## config.mk

```make
export PLATFORM = sky130hd
export DESIGN_NAME = keypad_scan_debounce_fifo
export DESIGN_NICKNAME = d
export VERILOG_FILES = /design/src/design/kpd_pkg.sv /design/src/design/kpd_scan.sv /design/src/design/kpd_fifo.sv /design/src/design/keypad_scan_debounce_fifo.sv
export SDC_FILE = /design/constraint.sdc
export NUM_CORES = 1
export LEC_CHECK = 0
export BUFFER_PORTS_ARGS = -buffer_cell sky130_fd_sc_hd__buf_2
export CAP_MARGIN = 10
export CELL_PAD_IN_SITES_DETAIL_PLACEMENT = 1
export CELL_PAD_IN_SITES_GLOBAL_PLACEMENT = 1
export CORE_UTILIZATION = 53
export DETAILED_ROUTE_END_ITERATION = 8
export GPL_TIMING_DRIVEN = 0
export HOLD_SLACK_MARGIN = 0.15
export PLACE_DENSITY_LB_ADDON = 0.1
export SLEW_MARGIN = 20
export SYNTH_ARGS = -nofsm -noshare
export SYNTH_HDL_FRONTEND = slang
export SYNTH_HIERARCHICAL = 1
export SYNTH_SLANG_ARGS = --single-unit
```

## constraint.sdc

```tcl
create_clock -name clock -period 5.1 [get_ports clock]
set_input_delay 1.275 -clock clock [delete_from_list [all_inputs] [get_ports clock]]
set_output_delay 1.275 -clock clock [all_outputs]
set_load 0.01 [all_outputs]
```

## src/design/kpd_pkg.sv

```systemverilog
// ----------------------------------------------------------------------------
// kpd_pkg
// Shared types and constants for the keypad scan / debounce / key FIFO block.
// ----------------------------------------------------------------------------
package kpd_pkg;

   // Request codes carried in the req_type field
   localparam logic [1:0] REQ_TICK  = 2'd0;
   localparam logic [1:0] REQ_PRESS = 2'd1;
   localparam logic [1:0] REQ_READ  = 2'd2;
   localparam logic [1:0] REQ_NOP   = 2'd3;

   localparam logic [7:0] QUIET_TICKS_RESET = 8'd10;
   localparam logic [3:0] ROWS_ALL_HIGH     = 4'hF;

   // Keycap ASCII for scan code row*4+col: "123A456B789C*0#D"
   localparam logic [6:0] KEY_CAP [16] = '{
      7'h31, 7'h32, 7'h33, 7'h41,
      7'h34, 7'h35, 7'h36, 7'h42,
      7'h37, 7'h38, 7'h39, 7'h43,
      7'h2A, 7'h30, 7'h23, 7'h44
   };

   typedef struct packed {
      logic [1:0]  req_type;
      logic [3:0]  idle_rows;
      logic [15:0] scan_rows;
   } kpd_req_type;

   typedef struct packed {
      logic       key_valid;
      logic [6:0] key_char;
      logic [3:0] key_code;
      logic       key_waiting;
      logic       press_armed;
      logic       press_dropped;
   } kpd_rsp_type;

   // Control into the key FIFO
   typedef struct packed {
      logic       push;
      logic       pop;
      logic [3:0] wdata;
   } kpd_fifo_ctl_type;

   // Status out of the key FIFO
   typedef struct packed {
      logic       empty;
      logic       full;
      logic       one_left;   // exactly one code stored
      logic [3:0] head;
   } kpd_fifo_stat_type;

endpackage

```

## src/design/kpd_scan.sv

```systemverilog
// ----------------------------------------------------------------------------
// kpd_scan
// Column scan encoder: first column with a low row, highest low row in it.
// ----------------------------------------------------------------------------
module kpd_scan (
   input  logic [15:0] scan_rows,
   output logic        found,
   output logic [3:0]  code
);
   import kpd_pkg::*;

   logic [3:0] low_rows [4];
   logic [1:0] row_sel  [4];

   always_comb begin
      for (int c = 0; c < 4; c++) begin
         low_rows[c] = ~scan_rows[4*c +: 4];
         priority if (low_rows[c][3]) begin
            row_sel[c] = 2'd3;
         end else if (low_rows[c][2]) begin
            row_sel[c] = 2'd2;
         end else if (low_rows[c][1]) begin
            row_sel[c] = 2'd1;
         end else begin
            row_sel[c] = 2'd0;
         end
      end
   end

   // Column 0 has priority
   always_comb begin
      found = 1'b1;
      priority if (low_rows[0] != 4'h0) begin
         code = {row_sel[0], 2'd0};
      end else if (low_rows[1] != 4'h0) begin
         code = {row_sel[1], 2'd1};
      end else if (low_rows[2] != 4'h0) begin
         code = {row_sel[2], 2'd2};
      end else if (low_rows[3] != 4'h0) begin
         code = {row_sel[3], 2'd3};
      end else begin
         found = 1'b0;
         code  = 4'h0;
      end
   end

endmodule

```

## src/design/kpd_fifo.sv

```systemverilog
// ----------------------------------------------------------------------------
// kpd_fifo
// Key code FIFO holding up to FIFO_DEPTH-1 codes, registered head read.
// ----------------------------------------------------------------------------
module kpd_fifo #(
   parameter int FIFO_DEPTH = 16
) (
   input  logic                       clock,
   input  logic                       reset,
   input  kpd_pkg::kpd_fifo_ctl_type  ctl,
   output kpd_pkg::kpd_fifo_stat_type stat
);
   import kpd_pkg::*;

   localparam int PTR_W = (FIFO_DEPTH > 1) ? $clog2(FIFO_DEPTH) : 1;
   localparam logic [PTR_W-1:0] PTR_LAST = PTR_W'(FIFO_DEPTH - 1);

   logic [3:0]       mem [FIFO_DEPTH];
   logic [PTR_W-1:0] rd_ptr_ff, rd_ptr_in;
   logic [PTR_W-1:0] wr_ptr_ff, wr_ptr_in;
   logic [PTR_W-1:0] rd_ptr_inc, wr_ptr_inc;
   logic [3:0]       head_ff;

   assign rd_ptr_inc = (rd_ptr_ff == PTR_LAST) ? '0 : rd_ptr_ff + 1'b1;
   assign wr_ptr_inc = (wr_ptr_ff == PTR_LAST) ? '0 : wr_ptr_ff + 1'b1;

   assign rd_ptr_in = ctl.pop  ? rd_ptr_inc : rd_ptr_ff;
   assign wr_ptr_in = ctl.push ? wr_ptr_inc : wr_ptr_ff;

   always_ff @(posedge clock) begin
      if (reset) begin
         rd_ptr_ff <= '0;
         wr_ptr_ff <= '0;
      end else begin
         rd_ptr_ff <= rd_ptr_in;
         wr_ptr_ff <= wr_ptr_in;
      end
   end

   always_ff @(posedge clock) begin
      if (ctl.push) begin
         mem[wr_ptr_ff] <= ctl.wdata;
      end
   end

   // Head prefetch at the next read pointer, bypassing a same-cycle write
   always_ff @(posedge clock) begin
      if (ctl.push && (wr_ptr_ff == rd_ptr_in)) begin
         head_ff <= ctl.wdata;
      end else begin
         head_ff <= mem[rd_ptr_in];
      end
   end

   assign stat.empty    = (rd_ptr_ff == wr_ptr_ff);
   assign stat.full     = (wr_ptr_inc == rd_ptr_ff);
   assign stat.one_left = (rd_ptr_inc == wr_ptr_ff);
   assign stat.head     = head_ff;

endmodule

```

## src/design/keypad_scan_debounce_fifo.sv

```systemverilog
// ----------------------------------------------------------------------------
// keypad_scan_debounce_fifo
// 4x4 matrix keypad controller: debounce, column scan and key code FIFO.
//
//   channel | ports                          | direction | payload
//   --------+--------------------------------+-----------+------------------
//   request | req_valid req_ready req_data   | in        | kpd_req_type
//   result  | rsp_valid rsp_ready rsp_data   | out       | kpd_rsp_type
//   csr     | csr_valid csr_ready csr_data   | in        | quiet_ticks, 8 b
//
// One transaction per cycle sustained while results are taken; an accepted
// request passes the input register, then the result register. The whole step
// is one pass of scan encode, FIFO push/pop and debounce update between them.
// Synchronous active-high reset: debounce mode, quiet count 0, FIFO empty,
// quiet_ticks 10. No clearing pass; FIFO entries are only read once written.
// A stalled result register stalls the input register; csr_ready is always 1.
// ----------------------------------------------------------------------------
module keypad_scan_debounce_fifo #(
   parameter int FIFO_DEPTH = 16
) (
   input  logic                 clock,
   input  logic                 reset,
   // request channel
   input  logic                 req_valid,
   output logic                 req_ready,
   input  kpd_pkg::kpd_req_type req_data,
   // result channel
   output logic                 rsp_valid,
   input  logic                 rsp_ready,
   output kpd_pkg::kpd_rsp_type rsp_data,
   // configuration write
   input  logic                 csr_valid,
   output logic                 csr_ready,
   input  logic [7:0]           csr_data
);
   import kpd_pkg::*;

   // input register
   logic        in_valid_ff, in_valid_in;
   kpd_req_type in_data_ff;

   // result register
   logic        rsp_valid_ff, rsp_valid_in;
   kpd_rsp_type rsp_data_ff, rsp_data_in;

   // block state
   logic [7:0]  quiet_ticks_ff;
   logic [7:0]  quiet_count_ff, quiet_count_in;
   logic        armed_ff, armed_in;
   logic [7:0]  quiet_count_inc;

   logic        advance;       // the item in the input register completes
   logic        scan_found;
   logic [3:0]  scan_code;

   kpd_fifo_ctl_type  fifo_ctl;
   kpd_fifo_stat_type fifo_stat;

   // ------------------------------------------------------------------------
   // Handshake
   // ------------------------------------------------------------------------
   assign advance   = in_valid_ff && (!rsp_valid_ff || rsp_ready);
   assign req_ready = !in_valid_ff || advance;
   assign csr_ready = 1'b1;

   assign in_valid_in  = (req_valid && req_ready) ? 1'b1 :
                         (advance ? 1'b0 : in_valid_ff);
   assign rsp_valid_in = advance ? 1'b1 : (rsp_ready ? 1'b0 : rsp_valid_ff);

   always_ff @(posedge clock) begin
      if (reset) begin
         in_valid_ff  <= 1'b0;
         rsp_valid_ff <= 1'b0;
      end else begin
         in_valid_ff  <= in_valid_in;
         rsp_valid_ff <= rsp_valid_in;
      end
   end

   always_ff @(posedge clock) begin
      if (req_valid && req_ready) begin
         in_data_ff <= req_data;
      end
      if (advance) begin
         rsp_data_ff <= rsp_data_in;
      end
   end

   assign rsp_valid = rsp_valid_ff;
   assign rsp_data  = rsp_data_ff;

   // ------------------------------------------------------------------------
   // Configuration register
   // ------------------------------------------------------------------------
   always_ff @(posedge clock) begin
      if (reset) begin
         quiet_ticks_ff <= QUIET_TICKS_RESET;
      end else if (csr_valid && csr_ready) begin
         quiet_ticks_ff <= csr_data;
      end
   end

   // ------------------------------------------------------------------------
   // Datapath units
   // ------------------------------------------------------------------------
   kpd_scan u_scan (
      .scan_rows (in_data_ff.scan_rows),
      .found     (scan_found),
      .code      (scan_code)
   );

   kpd_fifo #(
      .FIFO_DEPTH (FIFO_DEPTH)
   ) u_fifo (
      .clock (clock),
      .reset (reset),
      .ctl   (fifo_ctl),
      .stat  (fifo_stat)
   );

   // 8-bit counter wraps, so quiet_ticks of zero arms after 256 ticks
   assign quiet_count_inc = quiet_count_ff + 8'd1;

   // ------------------------------------------------------------------------
   // Step: decode the request, update debounce state, drive the FIFO
   // ------------------------------------------------------------------------
   always_comb begin
      quiet_count_in = quiet_count_ff;
      armed_in       = armed_ff;
      fifo_ctl       = '0;
      fifo_ctl.wdata = scan_code;
      rsp_data_in    = '0;

      if (advance) begin
         unique case (in_data_ff.req_type)
            REQ_TICK: begin
               // ticks are ignored once armed
               if (!armed_ff) begin
                  if (in_data_ff.idle_rows != ROWS_ALL_HIGH) begin
                     quiet_count_in = '0;
                  end else if (quiet_count_inc == quiet_ticks_ff) begin
                     quiet_count_in = '0;
                     armed_in       = 1'b1;
                  end else begin
                     quiet_count_in = quiet_count_inc;
                  end
               end
            end
            REQ_PRESS: begin
               // no low row anywhere: stay armed, nothing pushed
               if (armed_ff && scan_found) begin
                  if (fifo_stat.full) begin
                     rsp_data_in.press_dropped = 1'b1;
                  end else begin
                     fifo_ctl.push = 1'b1;
                  end
                  armed_in = 1'b0;
               end
            end
            REQ_READ: begin
               // empty FIFO: report not-valid, no state change
               if (!fifo_stat.empty) begin
                  fifo_ctl.pop          = 1'b1;
                  rsp_data_in.key_valid = 1'b1;
                  rsp_data_in.key_code  = fifo_stat.head;
                  rsp_data_in.key_char  = KEY_CAP[fifo_stat.head];
               end
            end
            REQ_NOP: begin
               // status only
            end
            default: begin
            end
         endcase
      end

      // occupancy after this step; push and pop never coincide
      rsp_data_in.key_waiting = fifo_ctl.push ||
                                (fifo_ctl.pop ? !fifo_stat.one_left : !fifo_stat.empty);
      rsp_data_in.press_armed = armed_in;
   end

   always_ff @(posedge clock) begin
      if (reset) begin
         quiet_count_ff <= '0;
         armed_ff       <= 1'b0;
      end else begin
         quiet_count_ff <= quiet_count_in;
         armed_ff       <= armed_in;
      end
   end

   // ------------------------------------------------------------------------
   // Assertions
   // ------------------------------------------------------------------------
`ifndef SYNTHESIS
   // popped character always matches the popped code
   a_char_matches_code: assert property (@(posedge clock) disable iff (reset)
      (rsp_valid && rsp_data.key_valid) |-> (rsp_data.key_char == KEY_CAP[rsp_data.key_code]))
      else $error("key_char does not match key_code");

   // no key popped: character and code are zero
   a_empty_read_zero: assert property (@(posedge clock) disable iff (reset)
      (rsp_valid && !rsp_data.key_valid) |->
         (rsp_data.key_char == 7'd0 && rsp_data.key_code == 4'd0))
      else $error("key fields nonzero without key_valid");

   // a dropped press always returns the block to debounce mode
   a_drop_disarms: assert property (@(posedge clock) disable iff (reset)
      (rsp_valid && rsp_data.press_dropped) |-> !rsp_data.press_armed)
      else $error("press dropped while still armed");

   // quiet counter is held at zero while armed
   a_armed_count_zero: assert property (@(posedge clock) disable iff (reset)
      armed_ff |-> (quiet_count_ff == 8'd0))
      else $error("quiet count nonzero while armed");

   // a completed step always presents a result next cycle
   a_advance_result: assert property (@(posedge clock) disable iff (reset)
      advance |=> rsp_valid)
      else $error("completed step produced no result");
`endif

endmodule

```

==> flow_summary.toml, run 1 <==
[min_path]
worstHoldPathCells = 2
hold_path_class = "reg2reg"

[routing]
drtIter0Drc = 278
antenna_left = 0
dr.pass1.iters = 4
detail_route.wl_per_cell_um = 20.13
drc = 0
viasPerCell = 5.898
via_count = 3940
drt-total-wl_um = 13440

[worst_setup_path]
cpMostUsedCell = "clkbuf_1"
cp_cell_sequence = "clkbuf_1 > inv_1 > ha_1 > xnor2_1 > o21ai_0 > a21oi_1 > and3_1 > nor3_1 > clkbuf_1 > nor3b_1 > and2_1"
slowest_delay_ns = 0.41
cp.required_ns = 5.30
critPathMaxFanout = 8
rr_worst_depth = 11
cp-start-kind = "flop"
crit_family = "simple AND/OR/NAND/NOR gates"
worst_ep_arrival_time_ns = 3.73
crit_cells = 11
path_buf_inv = 3
crit_path_top_delay_cell = "nor3b_1"
criticalPathCategory = "reg2reg"
endpoint_kind = "flop"

[finish]
drive_above_1_share_pct = 19.32
final_util_pct = 63.74
final_area_um2 = 6940
synthToLayoutAreaGrowth_pct = 16.48
multi_input_area_um2 = 2143
register_area_um2 = 3654
fillers = 1077
antenna_cells = 0
final_common_cell = "edfxtp_1"
final_nets = 562
mostFrequentLayoutCells = "101 x edfxtp_1, 55 x buf_2, 31 x nor2_1, 31 x dfxtp_1, 27 x nand2_1"

[sta]
setup_violations = 0
tns_ns = 0
rsz0062_at_grt = "false"
fin_worst_skew_ns = 0.01197
min_period_over_period_pct = 69.18
finalCriticalPeriod_ns = 3.528
hold_slack_ns = 0.5241
maxSlewViolCount = 0
max_slew_margin_pct = 35.06
worstMarginPinSlew_ns = 0.9688
hold_viol_final = 0
clock.fmax_mhz = 283.4

[placed_design]
io_buffers = 50
placed_area_um2 = 6389
place.gp.congestion = 0.8129
hpwlAfterDp_um = 9184

[clock_network]
cts_resized = 0
cts-root-buf = "clkbuf_8"
clock_path_buffers = 2
clkSinkCount = 132
cts_buffers = 17
clk_latency_ns = 0.52
cts-hold-fix-buffers = 0
path_clk_slew_ns = 0.06
cts_tree = "built"
cts_max_level = 4
post-cts-setup-buffer-count = 0

[logic_synthesis]
synth_edf_count = 101
ys.flop_type = "edfxtp_1"
yosys.area.top_type = "edfxtp_1"
syn_nets = 493
yosys-top-cells-area = "edfxtp_1 51%, dfxtp_1 10%, mux4_1 6.2%"
ys_ff_latch = 132
synth_cells = 446
avgSynthCellArea_um2 = 13.36
yosys_warnings = 6
synth_top_area_share_pct = 50.90
yosysSeqAreaShare_pct = 61.32
async_flop_share_pct = 0
synth.distinct_cells = 60
syn-cell-area_um2 = 5958

[grt]
grt_pass1_vias = 4087
busiest_layer = "met2"
met2_usage_pct = 42.45
grt.total_usage_pct = 25.24
grt.met3_usage_pct = 5.425
met1_usage_pct = 31.95
grt.overflow.total = 0
grt_pass1_wl_um = 21390
grt_start_max_net_pins = 23
antenna_found_initial = 0

[power]
peakVddDrop_uv = 285.4
p_leak_uw = 0.002459
p_per_area_nw_per_um2 = 342.0

[job]
drv_cap = 0

[die]
die_area_um2 = 11670
fp.dieH_um = 108.0
row_count = 38
die_w_um = 108.0
pin_count = 53
initial_core_util_pct = 54.72
core_um2 = 10890

[run_status]
status = "complete, no violations"
==> final cells by class <==
cell class,instances,share of cell area (%)
Buffer,19,1.514
Clock inverter,14,1.893
Timing Repair Buffer,50,3.606
Tap cell,140,2.524
Multi-Input combinational cell,278,30.88
Clock buffer,18,6.021
Sequential cell,132,52.64
Inverter,17,0.9194
==> layer usage <==
metal  share of wire, %  wire, µm
met5                  0         0
met4                2.1       278
met3                4.2       567
met2                 51      6886
met1                 42      5712
==> worst reg2reg max path, delay by kind of cell, from the launching register on <==
family,cells,cell delay (ns)
DFF,1,0.39
AOI/OAI and AO/OA,2,0.22
xor gates and xnor gates,1,0.14
and+or+nand+nor,4,1.20
buffers and inverters,3,0.90
adders and majority gates,1,0.36
==> stage by stage <==
| step | power (µW) | setup WS [ns] | cells |
|---|---|---|---|
| floorplan | 1242 | 2.253 | 446 |
| global placement | 1268 | 1.856 | 636 |
| detailed placement | 1274 | 1.653 | 636 |
| CTS | 2394 | 1.658 | 668 |
| global route | 2442 | 1.454 | 668 |
| finish | 2374 | 1.572 | 668 |
==> cell families (layout without fill, tap and decap cells) <==
logic type,after synthesis,in the layout,share of synthesized area [%]
adders and majority gates,12,12,2.520
muxes,31,31,9.513
other,1,1,0.06294
and+or+nand+nor,152,152,14.07
DFF,132,132,61.32
xor gates and xnor gates,21,21,3.087
AOI/OAI and AO/OA,61,61,6.594
buffers and inverters,36,118,2.835
==> synth_stat cells, drive strengths merged, types with 3 or more instances <==
library cell	count
dfxtp	31
mux2	3
ha	12
edfxtp	101
a31oi	5
nor2	33
and3	5
and2	18
nor4	5
or2	3
inv	17
xor2	11
nand2	27
a22oi	4
buf	9
a21oi	22
nand3	13
o21ai	11
or4	3
xnor2	10
nand2b	6
nor2b	12
mux2i	12
mux4	16
nand4	10
o22ai	4
nand4b	5
clkbuf	10
==> report_power, final <==
group	internal [µW]	switching, µW
sequential	1170	12.0
clock	651	471
combinational	26.0	38.2
total	1850	521
==> path summary, 6_finish.rpt <==
check	slack, ns	end	from
worst max-delay path	1.57	u_fifo/mem[1][0]	u_fifo/wr_ptr_ff[0]
worst min-delay path	0.52	rsp_valid	in_valid_ff
worst max register to register	1.57	u_fifo/mem[1][0]	u_fifo/wr_ptr_ff[0]
worst min register to register	0.52	rsp_valid	in_valid_ff
==> state kept, by name (all words and copies together) (netlist names), named ones only <==
register,cells
u_fifo/mem,64
in_data_ff,22
rsp_data,15
quiet_count_ff,8
quiet_ticks_ff,8
u_fifo/rd_ptr_ff,4
u_fifo/wr_ptr_ff,4
armed_ff,1
in_valid_ff,1
rsp_valid,1
(Power assumes the default switching activity.)
==> run 2: changes to the inputs <==
Settings changed: CORE_UTILIZATION 53 to 49.
Clock period 5.1 ns to 3.25 ns, I/O delays scaled along.
==> run 2 against run 1 <==
  * The flow now finishes with violations (design-rule violations)
  * Sequential power is 56% higher
  * Via count is 5.1% lower
  * Total power is 66% higher
  * Critical path depth stayed put
  * Sequential share of layout area is 0.59 points lower
  * Combinational power is 57% higher
  * Global-route usage is 4.1 points lower
  * Final cell count is 0.45% higher
  * Clock skew is 0.0060 ns lower
  * Critical path type unchanged
  * Largest cell class unchanged
  * Largest power group is now the clock network
==> flow_summary.toml, run 2 (synthesized netlist as in run 1, its figures left out) <==
[finish]
largest_reg_flops = 64
synthToLayoutAreaGrowth_pct = 17.81
final_util_pct = 60.44
top_register = "u_fifo/mem"
final_common_cell = "edfxtp_1"
antenna_cells = 0
drive_above_1_share_pct = 20.45
finalNonFillerCells = 671
mostFrequentLayoutCells = "101 x edfxtp_1, 56 x buf_2, 32 x nor2_1, 31 x dfxtp_1, 27 x nand2_1"
final_nets = 562

[worst_setup_path]
cp_cell_sequence = "clkbuf_2 > inv_1 > ha_1 > xnor2_1 > o21ai_0 > a21oi_1 > and3_1 > nor3_1 > buf_2 > and3_1 > and2_1"
criticalPathCategory = "reg2reg"
rr_worst_depth = 11
path_buf_inv = 3
crit_path_top_delay_cell = "dfxtp_1"
cp.required_ns = 3.36
cp-start-kind = "flop"
slowest_delay_ns = 0.40
endpoint_kind = "flop"
worst_ep_arrival_time_ns = 3.11
crit_cells = 11
cpMostUsedCell = "and3_1"
critPathMaxFanout = 8
crit_family = "simple AND/OR/NAND/NOR gates"

[sta]
maxSlewViolCount = 0
setup_violations = 0
fin_worst_skew_ns = 0.006003
hold_viol_final = 0
finalCriticalPeriod_ns = 3.003
rsz0062_at_grt = "false"
hold_slack_ns = 0.5262
clock.fmax_mhz = 333.0
worstMarginPinSlew_ns = 0.9615
max_slew_margin_pct = 35.66
min_period_over_period_pct = 92.40

[die]
die_area_um2 = 12600
die_w_um = 112.3
row_count = 39
core_um2 = 11610
pin_count = 53
fp.dieH_um = 112.3
initial_core_util_pct = 51.30

[routing]
via_count = 3739
drt-total-wl_um = 12070
antenna_left = 0
detail_route.wl_per_cell_um = 17.99
drtIter0Drc = 176
drc = 1
viasPerCell = 5.572
dr.pass1.iters = 6

[grt]
grt_pass1_wl_um = 20020
grt.total_usage_pct = 21.19
grt.overflow.total = 0
grt_pass1_vias = 3887
grt_start_max_net_pins = 23
antenna_found_initial = 0

[clock_network]
cts-root-buf = "clkbuf_16"
cts_tree = "built"
cts-hold-fix-buffers = 0
path_clk_slew_ns = 0.06
clk_latency_ns = 0.42
post-cts-setup-buffer-count = 0
cts_buffers = 17
cts_max_level = 4
clock_path_buffers = 2
clkSinkCount = 132
cts_resized = 1

[power]
p_per_area_nw_per_um2 = 560.2
p_leak_uw = 0.002509
peakVddDrop_uv = 399.1

[job]
drv_cap = 0

[placed_design]
place.gp.congestion = 0.7659
io_buffers = 50
dp_cells = 639
hpwlAfterDp_um = 8645

[min_path]
hold_path_class = "reg2reg"
worstHoldPathCells = 2

[run_status]
violations = "design-rule violations"
status = "complete, but fails checks"
## run 2: cell count changes in the layout (fill, tap and decap cells not counted), moves of 2 or more
cell,change
and2_2,+5
clkbuf_1,-4
clkinv_4,-4
clkbuf_2,+2
clkinv_1,+3
bufinv_16,+3
and2_1,-5
## run 2: worst paths after layout
check                      endpoint  slack [ns]                 from
setup / recovery  u_fifo/mem[14][3]        0.25  u_fifo/wr_ptr_ff[0]
hold / removal    quiet_count_ff[7]        0.53    quiet_count_ff[7]
setup reg to reg  u_fifo/mem[14][3]        0.25  u_fifo/wr_ptr_ff[0]
hold reg to reg   quiet_count_ff[7]        0.53    quiet_count_ff[7]
## run 2: cell type report
type                       instances  area (µm²)
sequential                       132        3654
tap                              143       178.9
buffer                            19       108.9
multi-input combinational        278        2152
clock buffer                      17       425.4
timing repair buffer              50       250.2
clock inverter                    15       186.4
inverter                          17       63.81
fill                            1161        4594
## run 2: tightest hold or removal path, stage by stage, from the launching register on
cell,delay [ns]
dfxtp_1,0.32
inv_1,0.07
o22ai_1,0.08
## run 2: report_power, final
| part | leakage [µW] | internal [µW] | switching, µW |
|---|---|---|---|
| logic | 0.00109 | 40.7 | 60.2 |
| clock network | 0.000292 | 1270 | 695 |
| registers | 0.00113 | 1840 | 19.2 |
## run 2: stage by stage
stage           TNS, ns  power, µW  cell area [µm²]  setup WS, ns
2_1_floorplan         0       1948             5958        0.5178
3_3_place_gp          0       1992             6387       0.07239
3_5_place_dp   -0.02475       2001             6392     -0.006290
4_1_cts               0       3974             7005       0.04528
5_1_grt               0       4040             7019      0.001849
6_report              0       3932             7019        0.2471
## run 2: metal layers
| layer | global-route usage [%] | part of all wire [%] | vias up |
|---|---|---|---|
| met5 | 0 | 0 | - |
| met4 | 8.622 | 1.6 | 0 |
| met3 | 5.346 | 3.1 | 18 |
| met2 | 34.29 | 48 | 67 |
| met1 | 27.45 | 47 | 1834 |
| li1 | - | - | 1820 |
==> run 3: changes to the inputs <==
Settings changed: CORE_UTILIZATION 49 to 44.
Clock period 3.25 ns to 2.65 ns, I/O delays scaled along.
==> run 3 against run 2 <==
  * The run now ends clean
  * Sequential cell count did not move
  * First-iteration DRC count rose by 9.7%
  * Global-route usage fell by 1.3 points
  * Combinational power rose by 27%
  * Setup slack got worse by 0.20 ns
  * Sequential share of layout area fell by 1.3 points
  * Via count rose by 2.1%
  * Final cell count rose by 5.5%
  * Routed wire length rose by 5.6%
  * Die area rose by 11%
  * Worst hold slack got worse by 0.11 ns
  * Largest cell class unchanged
  * Highest routed layer unchanged
==> flow_summary.toml, run 3 (synthesized netlist as in run 1, its figures left out) <==
[run_status]
status = "complete, no violations"

[finish]
final_common_cell = "edfxtp_1"
drive_above_1_share_pct = 27.07
synthToLayoutAreaGrowth_pct = 20.98
finalNonFillerCells = 708
fillers = 1343
top_register = "u_fifo/mem"
largest_reg_flops = 64
final_util_pct = 54.43
final_nets = 566
antenna_cells = 0
mostFrequentLayoutCells = "101 x edfxtp_1, 54 x buf_2, 29 x dfxtp_1, 28 x nor2_1, 27 x nand2_1"

[clock_network]
cts_max_level = 4
cts-root-buf = "clkbuf_16"
cts-hold-fix-buffers = 0
clk_latency_ns = 0.42
path_clk_slew_ns = 0.06
cts_tree = "built"
clkSinkCount = 132
cts_buffers = 17
clock_path_buffers = 2

[grt]
grt_pass1_wl_um = 20650
grt.overflow.total = 0
grt_pass1_vias = 4040
antenna_found_initial = 0
grt_start_max_net_pins = 23
grt.total_usage_pct = 19.86

[routing]
detail_route.wl_per_cell_um = 18.01
drc = 0
via_count = 3817
drt-total-wl_um = 12750
viasPerCell = 5.391
drtIter0Drc = 193
dr.pass1.iters = 4
antenna_left = 0

[job]
drv_cap = 0

[sta]
clock.fmax_mhz = 384.2
setup_violations = 0
max_slew_margin_pct = 36.39
min_period_over_period_pct = 98.22
rsz0062_at_grt = "true"
maxSlewViolCount = 0
finalCriticalPeriod_ns = 2.603
worstMarginPinSlew_ns = 0.9541
fin_worst_skew_ns = 0.005133
hold_viol_final = 0

[power]
power_uw = 4721
peakVddDrop_uv = 389.3
p_leak_uw = 0.002539
p_per_area_nw_per_um2 = 654.9

[min_path]
worstHoldPathCells = 1
hold_path_class = "in2reg"
holdPathEnd = "in_data_ff[21]"
min-delay-start = "req_data[21]"

[die]
pin_count = 53
fp.dieH_um = 118.4
initial_core_util_pct = 44.99
core_um2 = 13240
die_w_um = 118.4
row_count = 42
die_area_um2 = 14010

[worst_setup_path]
r2r_end = "rsp_data[9]"
critPathMaxFanout = 7
cp.required_ns = 2.80
rr_worst_depth = 9
endpoint_kind = "flop"
rrSetupSlack_ns = 0.05
criticalPathCategory = "reg2reg"
cp-start-kind = "flop"
worst_ep_arrival_time_ns = 2.75

[placed_design]
io_buffers = 50
place.gp.congestion = 0.7871
hpwlAfterDp_um = 8813
dp_cells = 673
-- run 3: cell count changes in the layout (fill, tap and decap cells not counted), sizes merged --
| cell | previous run | this run |
|---|---|---|
| buf | 60 | 65 |
| clkinv | 6 | 1 |
| clkbuf | 26 | 29 |
| clkinvlp | 3 | 6 |
| bufinv | 4 | 2 |
-- run 3: worst max-delay path: stages, from the launching register on --
cell     delay [ns]
dfxtp_1        0.32
buf_6          0.15
buf_4          0.12
mux4_2         0.51
a22oi_2        0.28
nand3_4        0.16
ha_2           0.25
mux2_1         0.30
a21oi_1        0.17
nor2_1         0.06
-- run 3: area by class of cell --
class | count | area, µm² | share of cell area, %
sequential | 132 | 3656 | 50.72
buffer | 18 | 127.6 | 1.771
tap | 176 | 220.2 | 3.055
inverter | 17 | 63.81 | 0.8853
timing repair buffer | 55 | 287.8 | 3.992
multi-input combinational | 278 | 2266 | 31.44
clock buffer | 21 | 460.4 | 6.388
clock inverter | 11 | 126.4 | 1.753
-- run 3: how the worst max path moves through the flow --
stage                              startpoint                to  cells past startpoint
after floorplan           u_fifo/wr_ptr_ff[1]  u_fifo/mem[0][0]                     11
after global placement    u_fifo/wr_ptr_ff[1]  u_fifo/mem[0][3]                     11
after detailed placement  u_fifo/wr_ptr_ff[1]  u_fifo/mem[0][3]                     11
after CTS                 u_fifo/wr_ptr_ff[1]  u_fifo/mem[0][3]                     11
after global routing                     flop       rsp_data[9]                      9
final                                    flop       rsp_data[9]                      9
-- run 3: per-layer routing --
metal,share of wire (%),vias up,wire (µm),global-route usage [%]
met2,50,73,6427,33.97
met4,1.2,0,150,7.612
li1,-,1825,-,-
met1,45,1906,5756,24.21
met3,3.3,13,417,4.826
met5,0,-,0,0
-- run 3: repair_timing --
item	CTS	global route
resized for setup	45	22
buffers inserted	1	3
hold endpoints to repair	0	0
pin swaps	1	5
setup endpoints to repair	68	77
-- run 3: metrics by stage --
step | instance area [µm²] | hold WS [ns] | setup TNS (ns) | setup WS [ns]
4_1_cts | 7144 | 0.4007 | 0 | 0.001299
3_3_place_gp | 6431 | 0.5046 | -19.16 | -0.3350
6_report | 7208 | 0.4210 | 0 | 0.04723
2_1_floorplan | 5961 | 0.4815 | 0 | 0.04461
3_5_place_dp | 6444 | 0.5193 | -24.93 | -0.4526
5_1_grt | 7208 | 0.3995 | -0.07729 | -0.04637
-- run 3: power by group --
part | leakage (µW) | internal [µW] | total (µW) | switching, µW
logic | 0.00114 | 50.5 | 128 | 77.4
clock network | 0.000266 | 1440 | 2310 | 875
registers | 0.00113 | 2260 | 2280 | 21.2
